**src/sv/pnp_pkg.sv**
```systemverilog
`timescale 1ns / 1ps

package pnp_pkg;

  localparam int MAX_VOICES  = 8;
  localparam int STORE_DEPTH = 1024;
  localparam int PHASE_BITS  = 15;

  localparam int ADDR_W = $clog2(STORE_DEPTH);
  localparam int LIM_W  = ADDR_W + 1;
  localparam int VIDX_W = $clog2(MAX_VOICES);
  localparam int VCNT_W = $clog2(MAX_VOICES + 1);
  localparam int SCAN_T_W = 19;
  localparam int CFG_IDX_W = 2;
  localparam int CFG_DATA_W = 16;

  localparam logic [15:0] SAT16 = 16'hFFFF;

  localparam logic [CFG_IDX_W-1:0] CFG_TEMPO  = 2'd0;
  localparam logic [CFG_IDX_W-1:0] CFG_AMP    = 2'd1;
  localparam logic [CFG_IDX_W-1:0] CFG_LENGTH = 2'd2;

  typedef enum logic [1:0] {
    CMD_LOAD  = 2'd0,
    CMD_START = 2'd1,
    CMD_TICK  = 2'd2
  } cmd_e;

  typedef struct packed {
    logic [1:0]  cmd;
    logic [9:0]  note_address;
    logic [11:0] note_word;
  } in_item_t;

  typedef struct packed {
    logic [7:0] sample_level;
    logic [3:0] voice_count;
    logic       led_level;
  } out_item_t;

  typedef enum logic [1:0] {
    RD_ZERO,
    RD_FIRST,
    RD_LAST,
    RD_SCAN
  } rd_sel_e;

  typedef enum logic [3:0] {
    OP_NONE,
    OP_LOAD,
    OP_START,
    OP_TICK,
    OP_FIRST_LEN,
    OP_FIRST_STEP,
    OP_LAST_STEP,
    OP_SCAN_INIT,
    OP_SCAN_STEP,
    OP_SCAN_DONE,
    OP_OUT
  } op_e;

  typedef enum logic [3:0] {
    ST_IDLE,
    ST_START_WAIT,
    ST_F_CHK,
    ST_F_WAIT,
    ST_L_CHK,
    ST_L_WAIT,
    ST_S_RD,
    ST_S_WAIT,
    ST_OUT
  } state_e;

  typedef struct packed {
    op_e     op;
    logic    rd_en;
    rd_sel_e rd_sel;
  } dp_ctl_t;

  typedef struct packed {
    logic tempo_hit;
    logic f_go;
    logic l_go;
    logic s_go;
    logic out_free;
  } dp_sts_t;

  function automatic logic [7:0] delta_of(input logic [11:0] w);
    logic [7:0] r;
    case (w[8:6])
      3'd0: r = 8'd0;
      3'd1: r = 8'd16;
      3'd2: r = 8'd32;
      3'd3: r = 8'd48;
      3'd4: r = 8'd64;
      3'd5: r = 8'd96;
      3'd6: r = 8'd144;
      default: r = 8'd192;
    endcase
    return r;
  endfunction

  function automatic logic [9:0] dur_of(input logic [11:0] w);
    logic [9:0] r;
    case (w[11:9])
      3'd0: r = 10'd46;
      3'd1: r = 10'd48;
      3'd2: r = 10'd62;
      3'd3: r = 10'd94;
      3'd4: r = 10'd160;
      3'd5: r = 10'd528;
      3'd6: r = 10'd720;
      default: r = 10'd0;
    endcase
    return r;
  endfunction

  function automatic logic [10:0] pitch_of(input logic [11:0] w);
    logic [10:0] r;
    case (w[5:0])
      6'd0:  r = 11'd165;
      6'd1:  r = 11'd175;
      6'd2:  r = 11'd220;
      6'd3:  r = 11'd233;
      6'd4:  r = 11'd247;
      6'd5:  r = 11'd262;
      6'd6:  r = 11'd277;
      6'd7:  r = 11'd294;
      6'd8:  r = 11'd311;
      6'd9:  r = 11'd330;
      6'd10: r = 11'd349;
      6'd11: r = 11'd370;
      6'd12: r = 11'd392;
      6'd13: r = 11'd415;
      6'd14: r = 11'd440;
      6'd15: r = 11'd466;
      6'd16: r = 11'd494;
      6'd17: r = 11'd554;
      6'd18: r = 11'd587;
      6'd19: r = 11'd622;
      6'd20: r = 11'd659;
      6'd21: r = 11'd698;
      6'd22: r = 11'd740;
      6'd23: r = 11'd784;
      6'd24: r = 11'd831;
      6'd25: r = 11'd880;
      6'd26: r = 11'd988;
      6'd27: r = 11'd1047;
      6'd28: r = 11'd1109;
      6'd29: r = 11'd1175;
      6'd30: r = 11'd1245;
      6'd31: r = 11'd1319;
      6'd32: r = 11'd1480;
      6'd33: r = 11'd1760;
      default: r = 11'd0;
    endcase
    return r;
  endfunction

  function automatic logic [15:0] sat_add16(input logic [15:0] a, input logic [7:0] b);
    logic [16:0] s;
    s = {1'b0, a} + 17'(b);
    return s[16] ? SAT16 : s[15:0];
  endfunction

endpackage

```
**src/sv/pnp_ctrl.sv**
```systemverilog
`timescale 1ns / 1ps

module pnp_ctrl (
  input  logic              clk_i,
  input  logic              rst_ni,
  input  logic              in_valid_i,
  input  logic [1:0]        in_cmd_i,
  output logic              in_ready_o,
  input  pnp_pkg::dp_sts_t  sts_i,
  output pnp_pkg::dp_ctl_t  ctl_o
);

  pnp_pkg::state_e state_q, state_d;
  logic            tick_q, tick_d;

  always_ff @(posedge clk_i or negedge rst_ni) begin
    if (!rst_ni) begin
      state_q <= pnp_pkg::ST_IDLE;
      tick_q  <= 1'b0;
    end else begin
      state_q <= state_d;
      tick_q  <= tick_d;
    end
  end

  always_comb begin
    state_d      = state_q;
    tick_d       = tick_q;
    in_ready_o   = 1'b0;
    ctl_o.op     = pnp_pkg::OP_NONE;
    ctl_o.rd_en  = 1'b0;
    ctl_o.rd_sel = pnp_pkg::RD_ZERO;
    unique case (state_q)
      pnp_pkg::ST_IDLE: begin
        in_ready_o = 1'b1;
        if (in_valid_i) begin
          case (in_cmd_i)
            pnp_pkg::CMD_LOAD: ctl_o.op = pnp_pkg::OP_LOAD;
            pnp_pkg::CMD_START: begin
              ctl_o.op     = pnp_pkg::OP_START;
              ctl_o.rd_en  = 1'b1;
              ctl_o.rd_sel = pnp_pkg::RD_ZERO;
              tick_d       = 1'b0;
              state_d      = pnp_pkg::ST_START_WAIT;
            end
            pnp_pkg::CMD_TICK: begin
              ctl_o.op = pnp_pkg::OP_TICK;
              tick_d   = 1'b1;
              state_d  = sts_i.tempo_hit ? pnp_pkg::ST_F_CHK : pnp_pkg::ST_OUT;
            end
            default: ctl_o.op = pnp_pkg::OP_NONE;
          endcase
        end
      end
      pnp_pkg::ST_START_WAIT: begin
        ctl_o.op = pnp_pkg::OP_FIRST_LEN;
        state_d  = pnp_pkg::ST_F_CHK;
      end
      pnp_pkg::ST_F_CHK: begin
        if (sts_i.f_go) begin
          ctl_o.rd_en  = 1'b1;
          ctl_o.rd_sel = pnp_pkg::RD_FIRST;
          state_d      = pnp_pkg::ST_F_WAIT;
        end else begin
          state_d = pnp_pkg::ST_L_CHK;
        end
      end
      pnp_pkg::ST_F_WAIT: begin
        ctl_o.op = pnp_pkg::OP_FIRST_STEP;
        state_d  = pnp_pkg::ST_F_CHK;
      end
      pnp_pkg::ST_L_CHK: begin
        if (sts_i.l_go) begin
          ctl_o.rd_en  = 1'b1;
          ctl_o.rd_sel = pnp_pkg::RD_LAST;
          state_d      = pnp_pkg::ST_L_WAIT;
        end else begin
          ctl_o.op = pnp_pkg::OP_SCAN_INIT;
          state_d  = pnp_pkg::ST_S_RD;
        end
      end
      pnp_pkg::ST_L_WAIT: begin
        ctl_o.op = pnp_pkg::OP_LAST_STEP;
        state_d  = pnp_pkg::ST_L_CHK;
      end
      pnp_pkg::ST_S_RD: begin
        if (sts_i.s_go) begin
          ctl_o.rd_en  = 1'b1;
          ctl_o.rd_sel = pnp_pkg::RD_SCAN;
          state_d      = pnp_pkg::ST_S_WAIT;
        end else begin
          ctl_o.op = pnp_pkg::OP_SCAN_DONE;
          state_d  = tick_q ? pnp_pkg::ST_OUT : pnp_pkg::ST_IDLE;
        end
      end
      pnp_pkg::ST_S_WAIT: begin
        ctl_o.op = pnp_pkg::OP_SCAN_STEP;
        state_d  = pnp_pkg::ST_S_RD;
      end
      pnp_pkg::ST_OUT: begin
        if (sts_i.out_free) begin
          ctl_o.op = pnp_pkg::OP_OUT;
          state_d  = pnp_pkg::ST_IDLE;
        end
      end
      default: state_d = pnp_pkg::ST_IDLE;
    endcase
  end

endmodule

```
**config.mk**
```make
export PLATFORM = sky130hd
export DESIGN_NAME = pnp_ctrl
export DESIGN_NICKNAME = d
export VERILOG_FILES = /design/src/sv/pnp_pkg.sv /design/src/sv/pnp_ctrl.sv
export SDC_FILE = /design/constraint.sdc
export NUM_CORES = 1
export LEC_CHECK = 0
export ABC_CLOCK_PERIOD_IN_PS = 1940
export BUFFER_PORTS_ARGS = -buffer_cell sky130_fd_sc_hd__buf_2
export CORE_AREA = 2 2 39 41
export CTS_BUF_LIST = sky130_fd_sc_hd__clkbuf_16
export DETAILED_ROUTE_END_ITERATION = 16
export DIE_AREA = 0 0 41 43
export PLACE_DENSITY_LB_ADDON = 0.3
export SLEW_MARGIN = 10
export SYNTH_ARGS = -nofsm -noshare
export SYNTH_HDL_FRONTEND = slang
export SYNTH_SLANG_ARGS = --single-unit
```
**constraint.sdc**
```tcl
create_clock -name clk_i -period 1.94 [get_ports clk_i]
set_clock_uncertainty 0.05 [all_clocks]
set_input_delay 0.097 -clock clk_i [delete_from_list [all_inputs] [get_ports clk_i]]
set_output_delay 0.097 -clock clk_i [all_outputs]
set_load 0.03 [all_outputs]
```
==> results.tsv <==
metric	value	unit
status	complete, no violations	
yosys.area.top_type	dfrtp_1	
grt_remaining_overflow	0	
p_int	0.712	mW
yosysWarnings	0	
yosysSeqAreaShare	0.213	
synth_area	588	um^2
pwr-share-comb	0.538	
setup_tns	0	ns
p_clk_frac	0.267	
hold_violations	0	
critPathMaxStageDelay	0.56	ns
powerDensity	1620	nW/um^2
area_growth	33.0	%
min_period_over_period	0.962	
critPathSlowestCell	dfrtp_1	
drive_gt1_frac	0.337	
grt_max_degree	18	
timing.fmax	0.536	GHz
syn_nets	83	
vias	574	
dp_hpwl	1.06	mm
peakVddDrop	0.736	mV
start_util	0.425	
synth_top_area_share	0.213	
wirelength	1.43	mm
nNetsFinal	104	
antenna_found_initial	0	
cts_tree	built	
p_leak	0.364	nW
reg2reg_slack	0.28	ns
clock-root-buffer	clkbuf_16	
p_sw_frac	0.438	
worstMarginPinSlew	0.545	ns
async_reset_ff_frac	1.00	
grt_pass1_wl	2.28	mm
coreArea	1380	um^2
syn_area_per_cell	8.52	um^2
n_antenna_cell	0	
crit_chain	nor4_4, buf_4, nand3_2, o21ai_0, buf_2	
reg2reg_from	state_q[0]$_DFFE_PN0P_	
first_pass_iters	4	
criticalPathCategory	reg2out	
cts_buffers	3	
syn_inst	69	
grtUsageTotal	0.194	
slew_headroom	0.632	
synth_commonest_cells	dfrtp_1 (5), inv_1 (5)	
end_kind	output pin	
ant_nets	0	
drv_slew	0	
hp-class	in2reg	
die_h	43	um
clockBufferDepth	2	
cts.clk_slew.worst_paths	0.03	ns
clk_latency	0.23	ns
dieArea	1760	um^2
drt_iter0_drc	8	
synthFlopType	dfrtp_1	
synth-edff-count	0	
ys_ff_latch	5	
maxCapViolations	0	
io_buffers	17	
critPathMaxFanout	17	
rows	14	
crit_path_start_kind	flip-flop	
hold_start	sts_i[3]	
drc_errors	0	
r2r_end	tick_q$_DFFE_PN0P_	
cts_max_level	1	
io_pins	18	
ys_types	37	
seq_power_share	0.194	
chipWidth	41	um
rsz0062_at_grt	no	
wl_per_cell	13.6	um
final.min_clock_period	1.87	ns
p_sw	0.555	mW
min_to	state_q[2]$_DFFE_PN0P_	
vias_per_cell	5.47	
globalplace.congestion	0.757	
setup_viol	0	
synth.area.top_cells	dfrtp_1 (21%), ha_1 (8.5%), nand2b_1 (4.3%), nor4_4 (3.6%), a21oi_1 (3.4%)	
grt_pass1_vias	494	
clock_sinks	5	
crit_required	1.79	ns
whs	0.135	ns
hold_depth	3	
ff2ff_path_depth	4	
crit_arrival	1.72	ns
==> cell usage in the layout (no fill, tap or decap) <==
cell,count
ha_1,4
nand3_2,1
a2bb2oi_1,1
a221oi_1,1
or3_1,1
or2_2,1
nor4_4,1
o2111ai_1,1
dlygate4sd3_1,1
a21oi_1,4
inv_1,6
nand2b_1,4
and4bb_2,1
a32o_1,1
or3b_1,1
a31oi_1,1
and3b_1,1
nor2_1,1
nand3b_1,1
clkbuf_16,3
nor3b_1,2
mux2i_1,2
a32oi_1,2
buf_2,17
o21ai_0,4
nor4bb_1,1
nand2_1,2
mux2_4,1
dfrtp_1,4
buf_4,4
nand3_1,1
dfrtp_2,1
nor4b_1,2
nor3_1,4
nor2b_1,2
o41ai_1,1
and2_1,1
or4_1,1
o31ai_1,1
==> power by group through the flow <==
stage | Combinational (mW) | Clock, mW | Sequential (mW)
finish | 0.682 | 0.339 | 0.246
global route | 0.737 | 0.343 | 0.254
CTS | 0.644 | 0.342 | 0.242
detailed placement | 0.640 | 0 | 0.243
global placement | 0.634 | 0 | 0.242
floorplan | 0.563 | 0 | 0.171
==> stage by stage <==
step                total power, mW   util  area, um^2  instances  worst slack, ns
CTS                            1.23  0.553         766        103          0.00324
detailed placement            0.883  0.489         677         98            0.261
finish                         1.27  0.565         782        105           0.0734
floorplan                     0.734      -         588         69           0.0727
global placement              0.876  0.489         677         98            0.313
global route                   1.33  0.565         782        105          0.00432
==> final cells by class <==
cell class	count	area [um^2]
Tap cell	16	20.0
Inverter	5	18.8
Timing Repair Buffer	22	125
Clock inverter	1	3.75
Sequential cell	5	126
Multi-Input combinational cell	53	413
Fill cell	133	602
Clock buffer	3	75.1
==> what timing repair did <==
action                                 4_1_cts  5_1_grt
hold buffers                                 1        0
setup endpoints to repair                    0        3
setup buffers                                0        2
endpoints found under the hold margin        5        0
resized for setup                            0        1
==> how the worst max path moves through the flow <==
| stage | start | end | slack, ns |
|---|---|---|---|
| after floorplan | state_q[0]$_DFFE_PN0P_ | ctl_o[3] | 0.07 |
| after global placement | state_q[2]$_DFFE_PN0P_ | ctl_o[3] | 0.31 |
| after detailed placement | state_q[2]$_DFFE_PN0P_ | tick_q$_DFFE_PN0P_ | 0.26 |
| after CTS | state_q[2]$_DFFE_PN0P_ | ctl_o[3] | 0.003 |
| after global routing | state_q[0]$_DFFE_PN0P_ | ctl_o[4] | 0.004 |
| final | state_q[0]$_DFFE_PN0P_ | ctl_o[4] | 0.07 |
==> worst max-delay path: cells and delay by family (launching register included) <==
family | cells | cell delay [ns]
AOI/OAI and AO/OA | 1 | 0.08
buffers and inverters | 2 | 0.39
DFF | 1 | 0.56
and+or+nand+nor | 2 | 0.46
==> sequential cells by signal, summed over array words and instances, names as in the netlist <==
signal	cells
tick_q	1
state_q	4
==> routing by layer <==
layer | vias to the layer above | share of wire | track usage
met5 | - | 0 | 0
met4 | 0 | 0.019 | 0.0800
met3 | 2 | 0.032 | 0.0471
met2 | 14 | 0.46 | 0.256
met1 | 260 | 0.48 | 0.290
li1 | 298 | - | -
==> kinds of logic after synthesis <==
logic type	Yosys count	share of synthesized area
and+or+nand+nor	29	0.360
AOI/OAI and AO/OA	17	0.198
buffers and inverters	11	0.0851
DFF	5	0.213
adders and majority gates	4	0.0851
muxes	3	0.0596
Note: power is estimated with default switching activity, not from simulation.
